### src/rtl/core/uer_pkg.sv
package uer_pkg;

  localparam int COUNT_BITS_DEF = 16;
  localparam int DIST_W         = 24;
  localparam int SCALE_W        = 24;
  localparam int TMR_W          = 4;
  localparam int CFG_IDX_W      = 2;
  localparam int CFG_DATA_W     = 24;
  localparam int IN_TDATA_W     = 8;
  localparam int OUT_TDATA_W    = 32;

  localparam logic [DIST_W-1:0] DistMax = '1;

  localparam logic [CFG_IDX_W-1:0] CFG_TRIG_LOW  = 2'd0;
  localparam logic [CFG_IDX_W-1:0] CFG_TRIG_HIGH = 2'd1;
  localparam logic [CFG_IDX_W-1:0] CFG_SAMPLE    = 2'd2;
  localparam logic [CFG_IDX_W-1:0] CFG_SCALE     = 2'd3;

  localparam logic [TMR_W-1:0]   TRIG_LOW_RST  = 4'd3;
  localparam logic [TMR_W-1:0]   TRIG_HIGH_RST = 4'd10;
  localparam logic [TMR_W-1:0]   SAMPLE_RST    = 4'd2;
  localparam logic [SCALE_W-1:0] SCALE_RST     = 24'd3147;

  localparam logic [TMR_W-1:0] MIN_TRIG   = 4'd1;
  localparam logic [TMR_W-1:0] MIN_SAMPLE = 4'd2;

  typedef enum logic [2:0] {
    PH_IDLE      = 3'd0,
    PH_TRIG_LOW  = 3'd1,
    PH_TRIG_HIGH = 3'd2,
    PH_WAIT_RISE = 3'd3,
    PH_MEASURE   = 3'd4
  } phase_t;

  typedef struct packed {
    logic [TMR_W-1:0]   trig_low;
    logic [TMR_W-1:0]   trig_high;
    logic [TMR_W-1:0]   sample_period;
    logic [SCALE_W-1:0] scale;
  } cfg_t;

  typedef struct packed {
    logic [DIST_W-1:0] distance;
    logic              done;
    logic              busy;
    logic              trigger;
  } res_t;

endpackage

### src/rtl/core/ultrasonic_echo_ranger.sv
// A result beat is registered as its input beat is taken and is offered in the next cycle.
// Throughput: one beat per cycle while the output is accepted; the single output register frees in the
// same cycle it is drained, so input and output run together without bubbles.
// Reset (rst_n low, synchronous): sequencer idle, timer and count cleared,
// last distance zero, configuration back to its defaults, output empty.
module ultrasonic_echo_ranger #(
  parameter int COUNT_BITS = uer_pkg::COUNT_BITS_DEF
) (
  input  logic                              clk,
  input  logic                              rst_n,
  input  logic                              in_tvalid,
  output logic                              in_tready,
  input  logic [uer_pkg::IN_TDATA_W-1:0]    in_tdata,   // [0] start_req, [1] echo
  output logic                              out_tvalid,
  input  logic                              out_tready,
  output logic [uer_pkg::OUT_TDATA_W-1:0]   out_tdata,  // [0] trigger, [1] busy_res,
                                                        // [2] done_res, [26:3] distance_q8
  input  logic                              cfg_valid,
  output logic                              cfg_ready,
  input  logic [uer_pkg::CFG_IDX_W-1:0]     cfg_index,
  input  logic [uer_pkg::CFG_DATA_W-1:0]    cfg_data
);

  uer_pkg::cfg_t cfg;
  uer_pkg::res_t res;
  logic          room;
  logic          accept;

  assign cfg_ready = 1'b1;
  assign in_tready = room;
  assign accept    = in_tvalid && room;

  uer_cfg u_cfg (
    .clk      (clk),
    .rst_n    (rst_n),
    .wr_en    (cfg_valid && cfg_ready),
    .wr_index (cfg_index),
    .wr_data  (cfg_data),
    .cfg      (cfg)
  );

  uer_seq #(
    .COUNT_BITS (COUNT_BITS)
  ) u_seq (
    .clk       (clk),
    .rst_n     (rst_n),
    .accept    (accept),
    .start_req (in_tdata[0]),
    .echo      (in_tdata[1]),
    .cfg       (cfg),
    .res       (res)
  );

  uer_out u_out (
    .clk        (clk),
    .rst_n      (rst_n),
    .load       (accept),
    .res        (res),
    .out_tready (out_tready),
    .out_tvalid (out_tvalid),
    .out_tdata  (out_tdata),
    .room       (room)
  );

  a_done_idle: assert property (@(posedge clk) disable iff (!rst_n)
    out_tvalid && out_tdata[2] |-> !out_tdata[1] && !out_tdata[0])
    else $error("done beat with busy or trigger set");

  a_trig_busy: assert property (@(posedge clk) disable iff (!rst_n)
    out_tvalid && out_tdata[0] |-> out_tdata[1])
    else $error("trigger high outside a measurement");

  a_room: assert property (@(posedge clk) disable iff (!rst_n)
    !out_tvalid |-> in_tready)
    else $error("input stalled with empty output register");

  a_dist_hold: assert property (@(posedge clk) disable iff (!rst_n)
    accept && !res.done && $past(accept) |-> res.distance == $past(res.distance))
    else $error("distance changed without done");

endmodule

### src/rtl/core/uer_cfg.sv
module uer_cfg (
  input  logic                             clk,
  input  logic                             rst_n,
  input  logic                             wr_en,
  input  logic [uer_pkg::CFG_IDX_W-1:0]    wr_index,
  input  logic [uer_pkg::CFG_DATA_W-1:0]   wr_data,
  output uer_pkg::cfg_t                    cfg
);

  uer_pkg::cfg_t cfg_r;
  uer_pkg::cfg_t cfg_nxt;

  always_comb begin
    cfg_nxt = cfg_r;
    if (wr_en) begin
      case (wr_index)
        uer_pkg::CFG_TRIG_LOW:  cfg_nxt.trig_low      = wr_data[uer_pkg::TMR_W-1:0];
        uer_pkg::CFG_TRIG_HIGH: cfg_nxt.trig_high     = wr_data[uer_pkg::TMR_W-1:0];
        uer_pkg::CFG_SAMPLE:    cfg_nxt.sample_period = wr_data[uer_pkg::TMR_W-1:0];
        uer_pkg::CFG_SCALE:     cfg_nxt.scale         = wr_data[uer_pkg::SCALE_W-1:0];
        default: cfg_nxt = cfg_r;
      endcase
    end
  end

  always_ff @(posedge clk) begin
    if (!rst_n) begin
      cfg_r.trig_low      <= uer_pkg::TRIG_LOW_RST;
      cfg_r.trig_high     <= uer_pkg::TRIG_HIGH_RST;
      cfg_r.sample_period <= uer_pkg::SAMPLE_RST;
      cfg_r.scale         <= uer_pkg::SCALE_RST;
    end else begin
      cfg_r <= cfg_nxt;
    end
  end

  assign cfg = cfg_r;

endmodule

### src/rtl/core/uer_seq.sv
module uer_seq #(
  parameter int COUNT_BITS = uer_pkg::COUNT_BITS_DEF
) (
  input  logic           clk,
  input  logic           rst_n,
  input  logic           accept,
  input  logic           start_req,
  input  logic           echo,
  input  uer_pkg::cfg_t  cfg,
  output uer_pkg::res_t  res
);

  localparam int PROD_W = COUNT_BITS + uer_pkg::SCALE_W;
  localparam int Q8_W   = PROD_W - 8;

  uer_pkg::phase_t                 phase_r, phase_nxt, phase_in;
  logic [uer_pkg::TMR_W-1:0]       timer_r, timer_nxt, timer_in, timer_inc;
  logic [COUNT_BITS-1:0]           count_r, count_nxt, count_sat_inc;
  logic [uer_pkg::DIST_W-1:0]      dist_r, dist_nxt;
  logic [uer_pkg::TMR_W-1:0]       low_eff, high_eff, sample_eff;
  logic [PROD_W-1:0]               product;
  logic [Q8_W-1:0]                 q8;
  logic                            trig, busy, done;

  assign low_eff    = (cfg.trig_low < uer_pkg::MIN_TRIG) ? uer_pkg::MIN_TRIG : cfg.trig_low;
  assign high_eff   = (cfg.trig_high < uer_pkg::MIN_TRIG) ? uer_pkg::MIN_TRIG : cfg.trig_high;
  assign sample_eff = (cfg.sample_period < uer_pkg::MIN_SAMPLE) ? uer_pkg::MIN_SAMPLE
                                                                : cfg.sample_period;

  assign product       = PROD_W'(count_r) * PROD_W'(cfg.scale);
  assign q8            = product[PROD_W-1:8];
  assign count_sat_inc = (&count_r) ? count_r : count_r + COUNT_BITS'(1);

  always_comb begin
    phase_in = phase_r;
    timer_in = timer_r;
    if (phase_r == uer_pkg::PH_IDLE && start_req) begin
      phase_in = uer_pkg::PH_TRIG_LOW;
      timer_in = '0;
    end
    timer_inc = timer_in + uer_pkg::TMR_W'(1);

    phase_nxt = phase_in;
    timer_nxt = timer_in;
    count_nxt = count_r;
    dist_nxt  = dist_r;
    trig      = 1'b0;
    busy      = 1'b0;
    done      = 1'b0;

    case (phase_in)
      uer_pkg::PH_IDLE: begin
        timer_nxt = timer_in;
      end
      uer_pkg::PH_TRIG_LOW: begin
        busy      = 1'b1;
        timer_nxt = timer_inc;
        if (timer_inc >= low_eff) begin
          phase_nxt = uer_pkg::PH_TRIG_HIGH;
          timer_nxt = '0;
        end
      end
      uer_pkg::PH_TRIG_HIGH: begin
        busy      = 1'b1;
        trig      = 1'b1;
        timer_nxt = timer_inc;
        if (timer_inc >= high_eff) begin
          phase_nxt = uer_pkg::PH_WAIT_RISE;
          timer_nxt = '0;
        end
      end
      uer_pkg::PH_WAIT_RISE: begin
        busy = 1'b1;
        if (echo) begin
          count_nxt = COUNT_BITS'(1);
          phase_nxt = uer_pkg::PH_MEASURE;
          timer_nxt = '0;
        end
      end
      uer_pkg::PH_MEASURE: begin
        busy      = 1'b1;
        timer_nxt = timer_inc;
        if (timer_inc >= sample_eff) begin
          timer_nxt = '0;
          if (echo) begin
            count_nxt = count_sat_inc;
          end else begin
            dist_nxt  = (q8 > Q8_W'(uer_pkg::DistMax)) ? uer_pkg::DistMax
                                                       : q8[uer_pkg::DIST_W-1:0];
            done      = 1'b1;
            busy      = 1'b0;
            phase_nxt = uer_pkg::PH_IDLE;
          end
        end
      end
      default: begin
        phase_nxt = uer_pkg::PH_IDLE;
        timer_nxt = '0;
      end
    endcase
  end

  always_ff @(posedge clk) begin
    if (!rst_n) begin
      phase_r <= uer_pkg::PH_IDLE;
      timer_r <= '0;
      count_r <= '0;
      dist_r  <= '0;
    end else if (accept) begin
      phase_r <= phase_nxt;
      timer_r <= timer_nxt;
      count_r <= count_nxt;
      dist_r  <= dist_nxt;
    end
  end

  assign res.trigger  = trig;
  assign res.busy     = busy;
  assign res.done     = done;
  assign res.distance = dist_nxt;

endmodule

### src/rtl/core/uer_out.sv
module uer_out (
  input  logic                               clk,
  input  logic                               rst_n,
  input  logic                               load,
  input  uer_pkg::res_t                      res,
  input  logic                               out_tready,
  output logic                               out_tvalid,
  output logic [uer_pkg::OUT_TDATA_W-1:0]    out_tdata,
  output logic                               room
);

  localparam int RES_W = $bits(uer_pkg::res_t);

  logic          valid_r, valid_nxt;
  uer_pkg::res_t data_r;

  assign room = !valid_r || out_tready;

  always_comb begin
    valid_nxt = valid_r;
    if (load) begin
      valid_nxt = 1'b1;
    end else if (out_tready) begin
      valid_nxt = 1'b0;
    end
  end

  always_ff @(posedge clk) begin
    if (!rst_n) begin
      valid_r <= 1'b0;
    end else begin
      valid_r <= valid_nxt;
    end
  end

  always_ff @(posedge clk) begin
    if (load) begin
      data_r <= res;
    end
  end

  assign out_tvalid = valid_r;
  assign out_tdata  = {{(uer_pkg::OUT_TDATA_W-RES_W){1'b0}}, data_r};

endmodule

### config.mk
export PLATFORM = sky130hd
export DESIGN_NAME = ultrasonic_echo_ranger
export DESIGN_NICKNAME = d
export VERILOG_FILES = /design/src/rtl/core/uer_pkg.sv /design/src/rtl/core/ultrasonic_echo_ranger.sv /design/src/rtl/core/uer_cfg.sv /design/src/rtl/core/uer_seq.sv /design/src/rtl/core/uer_out.sv
export SDC_FILE = /design/constraint.sdc
export NUM_CORES = 1
export LEC_CHECK = 0
export ABC_AREA = 1
export BUFFER_PORTS_ARGS = -buffer_cell sky130_fd_sc_hd__buf_2
export CORE_MARGIN = 2
export CORE_UTILIZATION = 60
export DETAILED_ROUTE_END_ITERATION = 8
export GPL_TIMING_DRIVEN = 0
export PLACE_DENSITY = 0.87
export SLEW_MARGIN = 20
export SYNTH_ARGS = -nofsm -noshare
export SYNTH_HDL_FRONTEND = slang
export SYNTH_SLANG_ARGS = --single-unit
### constraint.sdc
create_clock -name clk -period 14.7 [get_ports clk]
set_input_delay 0.735 -clock clk [delete_from_list [all_inputs] [get_ports clk]]
set_output_delay 0.735 -clock clk [all_outputs]
set_load 0.1 [all_outputs]
==> results of run 1 <==
## critical path: cells and delay by family (launching register included)
kind,cells,cell delay (ps)
buffers and inverters,9,1780
adder cells (fa/ha/maj),7,3670
AND/OR/NAND/NOR,13,1780
flip-flops,1,350
## registers in the layout (all words and copies together) (netlist names)
signal,cells
u_cfg.cfg,36
u_out.out_tdata,27
u_out.out_tvalid,1
u_seq.count_r,16
u_seq.dist_r,24
u_seq.phase_r,3
u_seq.timer_r,4
## where the power goes
part           internal, mW  switching, mW
logic                0.0332          0.125
registers             0.331        0.00614
clock network         0.121          0.141
## cells in the mapped netlist (3+ instances only)
library cell  number
nor2_4             3
inv_2              7
a21oi_2           21
nand4_1           14
a21oi_1           81
a31oi_1            5
nand4_2           20
nor2_1           151
dfxtp_1           84
nand2_2           39
o21ai_0           79
a211oi_1           3
o21a_1             4
buf_6              7
nand3_2            6
or2_2             25
nand3_1           38
o21bai_1           5
nor3_1            26
nand2_1          573
a21o_1             4
inv_1            636
o211ai_1           9
xor2_1            12
clkbuf_1         102
edfxtp_1          27
buf_4              9
xnor2_1            7
buf_2              8
fa_1             305
a21boi_0           4
ha_1             123
o21ai_1            3
nor2_2             5
nand2_4            8
buf_1              5
## kinds of logic (layout without fill, tap and decap cells)
group                      count (synthesis)  after routing  synth area share
and+or+nand+nor                          916            916             0.218
AOI/OAI and AO/OA                        227            227            0.0710
adders and majority gates                428            428             0.408
DFF                                      111            111             0.133
xor gates and xnor gates                  19             19           0.00888
buffers and inverters                    776            853             0.161
other                                      2              6          0.000401
## layer usage
layer	vias to the layer above	part of all wire	global-route usage
met5	-	0	0
met4	0	0.053	0.158
met3	207	0.10	0.0732
met2	911	0.47	0.543
met1	7876	0.38	0.420
li1	7398	-	-
## final cells by class
cell class,instances,area (µm²),area share
Clock inverter,7,73.8,0.00372
Multi-Input combinational cell,1596,13200,0.667
Tap cell,396,495,0.0249
Inverter,645,2420,0.122
Sequential cell,111,2490,0.125
Buffer,131,589,0.0297
Clock buffer,9,225,0.0113
Timing Repair Buffer,61,320,0.0161
## metrics by stage
stage	cell area (µm²)	total power [mW]
floorplan	18800	0.458
global placement	19500	0.492
detailed placement	19600	0.499
CTS	19900	0.757
global route	19900	0.782
finish	19900	0.757
## worst max-delay path by stage
stage,startpoint,slack (ps),endpoint,cells after the start
finish,u_seq.count_r[10]$_SDFFE_PN0P_,6870,u_out.out_tdata[18]$_DFFE_PP_,29
global route,u_seq.count_r[10]$_SDFFE_PN0P_,6580,u_out.out_tdata[13]$_DFFE_PP_,29
CTS,u_seq.count_r[10]$_SDFFE_PN0P_,7080,u_out.out_tdata[13]$_DFFE_PP_,29
detailed placement,u_seq.count_r[10]$_SDFFE_PN0P_,7140,u_out.out_tdata[19]$_DFFE_PP_,29
global placement,u_seq.count_r[10]$_SDFFE_PN0P_,7220,u_out.out_tdata[19]$_DFFE_PP_,29
floorplan,u_seq.count_r[10]$_SDFFE_PN0P_,8510,u_out.out_tdata[10]$_DFFE_PP_,27
==> results.yml, run 1 <==
outcome:
  status: "completed"
worst_setup_path:
  r2r-start: "u_seq.count_r[10]$_SDFFE_PN0P_"
  cp_slowest_stage_delay_ps: 730
  cp.arrival_ps: 7960
  r2r_end: "u_out.out_tdata[18]$_DFFE_PP_"
  start_kind: "flop"
  reg2reg_slack_ps: 6870
  worstPathRequired_ps: 14830
  crit_fanout: 10
  cp-end-kind: "flop"
  cp_common_cell: "fa_1"
  crit_slowest_cell: "clkbuf_1"
  worst-setup-path-type: "reg2reg"
  reg2reg_depth: 29
floorplanning:
  chipHeight_um: 181
  die_area_mm2: 0.0327
  num_io_pins: 74
  rows: 64
  core-area_mm2: 0.0307
  initial_core_util: 0.611
  fp.dieW_um: 181
placed_design:
  dpl.hpwl_um: 42900
  dpl.cell_count: 2940
  place_ws_ps: 7140
  io_buffers: 60
  place_congestion: 0.990
finish:
  diodes: 0
  fin_cells: 2956
  fin_nets: 3022
  synthToLayoutAreaGrowth_pct: 6.04
  fin_util: 0.648
  drive_gt1_frac: 0.0957
  fill_cells: 2632
  mostFrequentLayoutCells: "636 x inv_1, 573 x nand2_1, 305 x fa_1, 151 x nor2_1, 123 x ha_1"
  final_common_cell: "inv_1"
global_route:
  track_usage: 0.332
  antenna_found_initial: 0
  grt_max_degree: 34
  grt_pass1_wl_um: 85600
  grt_pass1_vias: 17060
  gr-total-overflow: 0
clock_network:
  cts_htree_levels: 3
  clock-sinks: 111
  post_cts_buffers: 0
  root_buffer: "clkbuf_16"
  hold_buffers: 0
  cts-resized-gates: 0
  clk_latency_ps: 380
  clock_path_buffers: 2
  cts-buffers-inserted: 9
  clkTransAtPathRegs_ps: 90
  cts_tree: "done"
yosys:
  synth.largest_area_cell: "fa_1"
  syn_area_mm2: 0.0187
  ys_warn_count: 0
  syn_area_per_cell_um2: 7.56
  ys.flop_type: "dfxtp_1"
  ys_ff_latch: 111
  synth_cell_types: 51
  synth-edff-count: 27
  synthArstFlopShare: 0
  netlist.area_leader.share: 0.326
  ys_seq_area_frac: 0.133
  synthTopCellsByArea: "fa_1 33%, inv_1 13%, nand2_1 11%"
  syn-instance-count: 2479
sta:
  setup_ws_ps: 6870
  fin_skew_ps: 16.2
  fin_crit_ps: 7830
  final.setup.tns_ps: 0
  worst_pin_slew_ps: 1230
  finalHoldViolations: 0
  relSlewSlack: 0.172
  rsz0062_at_grt: "false"
  period_share: 0.533
  maxSlewViolCount: 0
  setup_viol: 0
  fin_hold_ws_ps: 474
  fmax_mhz: 128
worst_hold_path:
  min-delay-start: "u_seq.timer_r[2]$_SDFFE_PN0P_"
  hold_depth: 2
  hold_end: "u_seq.timer_r[2]$_SDFFE_PN0P_"
  hold_path.class: "reg2reg"
routing:
  drc_errors: 0
  wire_per_inst_um: 17.7
  drt_wl_total_um: 52400
  ant_nets: 0
  first_pass_iters: 8
  via_per_inst: 5.55
  drt_iter0_drc: 1921
  route.vias.total: 16392
power_and_ir_drop:
  power.leakage_nw: 11.1
  powerDensity_mw_per_mm2: 38.1
  ir_drop_v: 0.0000505
job:
  cap_violations: 0
No activity file was read; power rests on OpenSTA's default activity.
==> inputs of run 2 (changes only) <==
--- a/config.mk
+++ b/config.mk
@@ -5,7 +5,7 @@
 export SDC_FILE = /design/constraint.sdc
 export NUM_CORES = 1
 export LEC_CHECK = 0
-export ABC_AREA = 1
+export ABC_AREA = 0
 export BUFFER_PORTS_ARGS = -buffer_cell sky130_fd_sc_hd__buf_2
 export CORE_MARGIN = 2
 export CORE_UTILIZATION = 60
==> constraint.sdc (replaced) <==
create_clock -name clk -period 8.06 [get_ports clk]
set_input_delay 0.403 -clock clk [delete_from_list [all_inputs] [get_ports clk]]
set_output_delay 0.403 -clock clk [all_outputs]
set_load 0.1 [all_outputs]
==> results.yml, run 2 <==
worst_setup_path:
  start_kind: "flop"
  path_buf_inv: 5
  path_delay_family: "adder cells"
  worst-setup-path-type: "reg2reg"
  crit_slowest_cell: "dfxtp_1"
  cp_cell_sequence: "clkbuf_2, nand2_1, fa_1, fa_1, fa_1, inv_1, fa_1, fa_1, inv_1, fa_1, inv_1, ha_1, a21oi_1, o21ai_0, a211o_1, a31o_2, o211ai_1, a41oi_1, nor2_2, clkbuf_1, a31oi_1"
  crit_fanout: 10
  cp.arrival_ps: 7830
  cp_common_cell: "fa_1"
  cp-end-kind: "flop"
  cp_slowest_stage_delay_ps: 630
  worstPathRequired_ps: 8140
sta:
  finalHoldViolations: 0
  fin_crit_ps: 7740
  relSlewSlack: 0.252
  final.setup.tns_ps: 0
  setup_ws_ps: 316
  worst_pin_slew_ps: 1110
  fmax_mhz: 129
  period_share: 0.961
  maxSlewViolCount: 0
  fin_skew_ps: 14.2
  rsz0062_at_grt: "false"
  setup_viol: 0
floorplanning:
  die_area_mm2: 0.0305
  initial_core_util: 0.608
  fp.dieW_um: 175
  core-area_mm2: 0.0287
  rows: 62
  chipHeight_um: 175
  num_io_pins: 74
yosys:
  ys_warn_count: 0
  synthTopCellsByArea: "fa_1 35%, dfxtp_1 9.6%, ha_1 8.8%"
  syn_area_mm2: 0.0174
  ys_ff_latch: 111
  synthArstFlopShare: 0
  syn-instance-count: 2054
  netlist.area_leader.share: 0.350
  syn_area_per_cell_um2: 8.50
  ys_seq_area_frac: 0.143
  synth_common_cells: "365 x inv_1, 328 x nand2_1, 305 x fa_1, 175 x and2_1, 123 x ha_1"
  synth_cell_types: 66
  ys.flop_type: "dfxtp_1"
  synth.largest_area_cell: "fa_1"
  synth-edff-count: 27
  yosysMostFrequentCell: "inv_1"
finish:
  mostFrequentLayoutCells: "365 x inv_1, 328 x nand2_1, 305 x fa_1, 175 x and2_1, 123 x ha_1"
  fin_cells: 2509
  fin_nets: 2586
  largest_reg_flops: 36
  finalInstanceArea_mm2: 0.0186
  final-seq-area_mm2: 0.00250
  synthToLayoutAreaGrowth_pct: 6.85
  fill_cells: 2373
  final_common_cell: "inv_1"
  multi_input_area_mm2: 0.0131
  drive_gt1_frac: 0.0819
global_route:
  grt_pass1_vias: 15616
  gr-max-usage-layer: "met2"
  antenna_found_initial: 2
  gr-total-overflow: 0
  use_met3: 0.0580
  use_met2: 0.546
  grt_pass1_wl_um: 78900
  grt_max_degree: 35
  gr-usage-met1: 0.422
  track_usage: 0.333
routing:
  ant_nets: 0
  drt_iter0_drc: 1407
  via_per_inst: 5.85
  route.vias.total: 14688
  first_pass_iters: 6
  drt_wl_total_um: 48500
  drc_errors: 0
  wire_per_inst_um: 19.3
clock_network:
  clock_path_buffers: 2
  post_cts_buffers: 0
  cts-buffers-inserted: 9
  root_buffer: "clkbuf_16"
  cts_htree_levels: 3
  clk_latency_ps: 370
  cts_tree: "done"
  clkTransAtPathRegs_ps: 80
  clock-sinks: 111
job:
  cap_violations: 0
power_and_ir_drop:
  ir_drop_v: 0.000100
  powerDensity_mw_per_mm2: 65.6
  power.leakage_nw: 9.05
outcome:
  status: "completed"
placed_design:
  io_buffers: 59
  place_ws_ps: -410
  dpl.hpwl_um: 39600
  place_congestion: 0.957
  placed_cell_area_mm2: 0.0183
  dpl.cell_count: 2502
worst_hold_path:
  hold_path.class: "in2reg"
==> run 2: changes by cell type after synthesis, moves of 11 or more <==
cell     change
a21oi_2     -21
a31oi_1     +35
and2_1     +174
inv_1      -271
nand2_1    -245
nand2_2     -39
nand3_1     -17
nand4_2     -20
nor2_1      -66
o21ai_0     -22
or2_2       -23
xnor2_1     +13
xor2_1      +11
==> run 2: kinds of logic (layout without fill, tap and decap cells) <==
| group | count (synthesis) | in the layout | synth area share |
|---|---|---|---|
| xor gates and xnor gates | 43 | 43 | 0.0216 |
| muxes | 8 | 8 | 0.00459 |
| AOI/OAI and AO/OA | 262 | 262 | 0.0916 |
| and+or+nand+nor | 702 | 702 | 0.191 |
| adders and majority gates | 428 | 428 | 0.438 |
| DFF | 111 | 111 | 0.143 |
| other | 2 | 7 | 0.000430 |
| buffers and inverters | 498 | 564 | 0.110 |
==> run 2: where the power goes <==
part	total [mW]	switching [mW]	internal, mW
sequential	0.600	0.0163	0.584
clock	0.449	0.231	0.219
combinational	0.174	0.135	0.0389
==> run 2: worst paths after layout <==
kind                                               startpoint                       endpoint  slack, ps  cells after the start
worst min register to register  u_seq.timer_r[0]$_SDFFE_PN0P_  u_seq.timer_r[0]$_SDFFE_PN0P_        510                      1
worst max-delay path            u_seq.count_r[3]$_SDFFE_PN0P_  u_out.out_tdata[15]$_DFFE_PP_        320                     21
worst min-delay path                             cfg_data[11]     u_cfg.cfg[11]$_SDFFE_PN1P_        250                      3
worst max register to register  u_seq.count_r[3]$_SDFFE_PN0P_  u_out.out_tdata[15]$_DFFE_PP_        320                     21
==> run 2: cell type report <==
cell class                 instances  area share
multi-input combinational       1449       0.702
timing repair buffer              60      0.0169
sequential                       111       0.134
buffer                           122      0.0314
antenna                            1    0.000134
inverter                         366      0.0737
clock inverter                     6     0.00329
tap                              384      0.0258
clock buffer                      10      0.0123
==> run 2: repair_timing <==
action | 4_1_cts | 5_1_grt
hold buffers | 0 | 0
endpoints found under the setup margin | 48 | 48
resized for setup | 13 | 115
==> run 2: through the flow <==
stage / power, mW / hold WS [ps] / util
global placement: 0.776 / 481 / 0.635
detailed placement: 0.781 / 479 / 0.636
floorplan: 0.729 / 443 / -
CTS: 1.22 / 241 / 0.647
global route: 1.26 / 250 / 0.650
finish: 1.22 / 254 / 0.650
==> run 2: worst reg2reg max path, cell delays in order (launching register included) <==
cell and delay (ps):
dfxtp_1 630, clkbuf_2 340, nand2_1 130, fa_1 580, fa_1 440, fa_1 510, inv_1 50, fa_1 480
fa_1 550, inv_1 70, fa_1 540, inv_1 80, ha_1 380, a21oi_1 410, o21ai_0 170, a211o_1 310
a31o_2 250, o211ai_1 240, a41oi_1 260, nor2_2 400, clkbuf_1 450, a31oi_1 210
==> run 2: metal layers <==
layer	share of wire	wire (µm)
met5	0.00027	13
met4	0.061	2970
met3	0.095	4630
met2	0.48	23100
met1	0.37	17900
==> inputs of run 3 (changes only) <==
==> constraint.sdc (replaced) <==
create_clock -name clk -period 8.4 [get_ports clk]
set_input_delay 0.42 -clock clk [delete_from_list [all_inputs] [get_ports clk]]
set_output_delay 0.42 -clock clk [all_outputs]
set_load 0.1 [all_outputs]
==> results.yml, run 3 (synthesis gave the netlist of run 2 again) <==
worst_setup_path:
  cp.arrival_ps: 8140
  start_kind: "flop"
  worst-setup-path-type: "reg2reg"
  cp-end-kind: "flop"
  worstPathRequired_ps: 8480
  crit_fanout: 10
  reg2reg_depth: 24
clock_network:
  clk_latency_ps: 370
  hold_buffers: 0
  post_cts_buffers: 0
  clock_path_buffers: 2
  clkTransAtPathRegs_ps: 80
  root_buffer: "clkbuf_16"
  clock-sinks: 111
  cts_tree: "done"
  cts_htree_levels: 3
  cts-buffers-inserted: 9
placed_design:
  place_congestion: 0.957
  dpl.hpwl_um: 39600
  io_buffers: 59
  placed_cell_area_mm2: 0.0183
global_route:
  grt_max_degree: 35
  gr-total-overflow: 0
  grt_pass1_wl_um: 78900
  grt_pass1_vias: 15591
  track_usage: 0.333
  antenna_found_initial: 2
routing:
  route.vias.total: 14776
  via_per_inst: 5.87
  ant_nets: 0
  first_pass_iters: 5
  drt_iter0_drc: 1571
  wire_per_inst_um: 19.3
  drc_errors: 0
  drt_wl_total_um: 48700
finish:
  final_common_cell: "inv_1"
  fin_nets: 2593
  fill_cells: 2380
  mostFrequentLayoutCells: "365 x inv_1, 328 x nand2_1, 305 x fa_1, 175 x and2_1, 123 x ha_1"
  largest_reg_flops: 36
  drive_gt1_frac: 0.0619
  synthToLayoutAreaGrowth_pct: 6.57
  finalInstanceArea_mm2: 0.0186
  fin_util: 0.648
floorplanning:
  fp.dieW_um: 175
  die_area_mm2: 0.0305
  chipHeight_um: 175
  core-area_mm2: 0.0287
  initial_core_util: 0.608
  num_io_pins: 74
  rows: 62
sta:
  setup_viol: 0
  worst_pin_slew_ps: 1110
  relSlewSlack: 0.252
  period_share: 0.960
  final.setup.tns_ps: 0
  maxSlewViolCount: 0
  fin_skew_ps: 13.8
  fin_crit_ps: 8060
  fmax_mhz: 124
  finalHoldViolations: 0
  rsz0062_at_grt: "false"
power_and_ir_drop:
  clockPowerShare: 0.367
  ir_drop_v: 0.0000963
  power.leakage_nw: 8.93
  p_seq_frac: 0.492
  powerDensity_mw_per_mm2: 63.0
  switchingPower_uw: 365
  power_frac_comb: 0.142
  p_int_uw: 806
  finalPower_mw: 1.17
  switching_share: 0.312
outcome:
  status: "completed"
worst_hold_path:
  hold_depth: 3
  hold_path.class: "in2reg"
job:
  cap_violations: 0
-- run 3: layout make-up --
type | instances | area (µm²) | share of cell area
inverter | 366 | 1370 | 0.0739
buffer | 129 | 563 | 0.0303
antenna | 2 | 5.00 | 0.000269
timing repair buffer | 60 | 315 | 0.0170
multi-input combinational | 1449 | 13100 | 0.703
sequential | 111 | 2490 | 0.134
clock buffer | 10 | 229 | 0.0123
clock inverter | 6 | 61.3 | 0.00330
tap | 384 | 480 | 0.0258
-- run 3: routing by layer --
layer,vias to the layer above,global-route usage,share of wire
met5,-,0,0.00027
met4,2,0.184,0.064
li1,6501,-,-
met1,7235,0.422,0.37
met2,839,0.546,0.47
met3,199,0.0577,0.098
-- run 3: worst paths after layout --
| check | to | slack (ps) | from |
|---|---|---|---|
| max | u_out.out_tdata[16]$_DFFE_PP_ | 340 | u_cfg.cfg[1]$_SDFFE_PN1P_ |
| min | u_cfg.cfg[11]$_SDFFE_PN1P_ | 270 | cfg_data[11] |
| max reg2reg | u_out.out_tdata[16]$_DFFE_PP_ | 340 | u_cfg.cfg[1]$_SDFFE_PN1P_ |
| min reg2reg | u_seq.timer_r[0]$_SDFFE_PN0P_ | 510 | u_seq.timer_r[0]$_SDFFE_PN0P_ |
-- run 3: per-stage QoR --
stage | setup slack, ps | hold WS (ps) | std cells
after floorplan | 1440 | 443 | 2058
after global placement | 50.2 | 481 | 2501
after detailed placement | -70.2 | 479 | 2502
after CTS | 17.2 | 258 | 2517
after global routing | 11.8 | 267 | 2516
final | 338 | 271 | 2517
-- run 3: repair_timing --
action,CTS,global route
endpoints found under the setup margin,12,48
cloned,0,0
resized for setup,1,49
-- run 3: worst max-delay path: stages, from the launching register on --
cell       delay [ps]
dfxtp_1           620
clkbuf_1          600
nand2_1           160
fa_1              530
fa_1              540
inv_1              50
fa_1              470
fa_1              510
fa_1              550
inv_1              50
fa_1              530
inv_1              50
ha_1              280
clkbuf_1          180
a21oi_1           220
o21ai_0           150
nor2b_1           180
a2111oi_1         570
and2_4            290
mux2i_1           190
nand4_1           120
nor4_2            400
buf_4             260
buf_6             160
a31oi_1           120
-- run 3: power groups by stage --
stage	combinational, mW	clock (mW)	sequential, mW
2_1_floorplan	0.0728	0	0.626
3_3_place_gp	0.157	0	0.587
3_5_place_dp	0.162	0	0.587
4_1_cts	0.163	0.431	0.575
5_1_grt	0.175	0.453	0.577
6_report	0.166	0.430	0.576
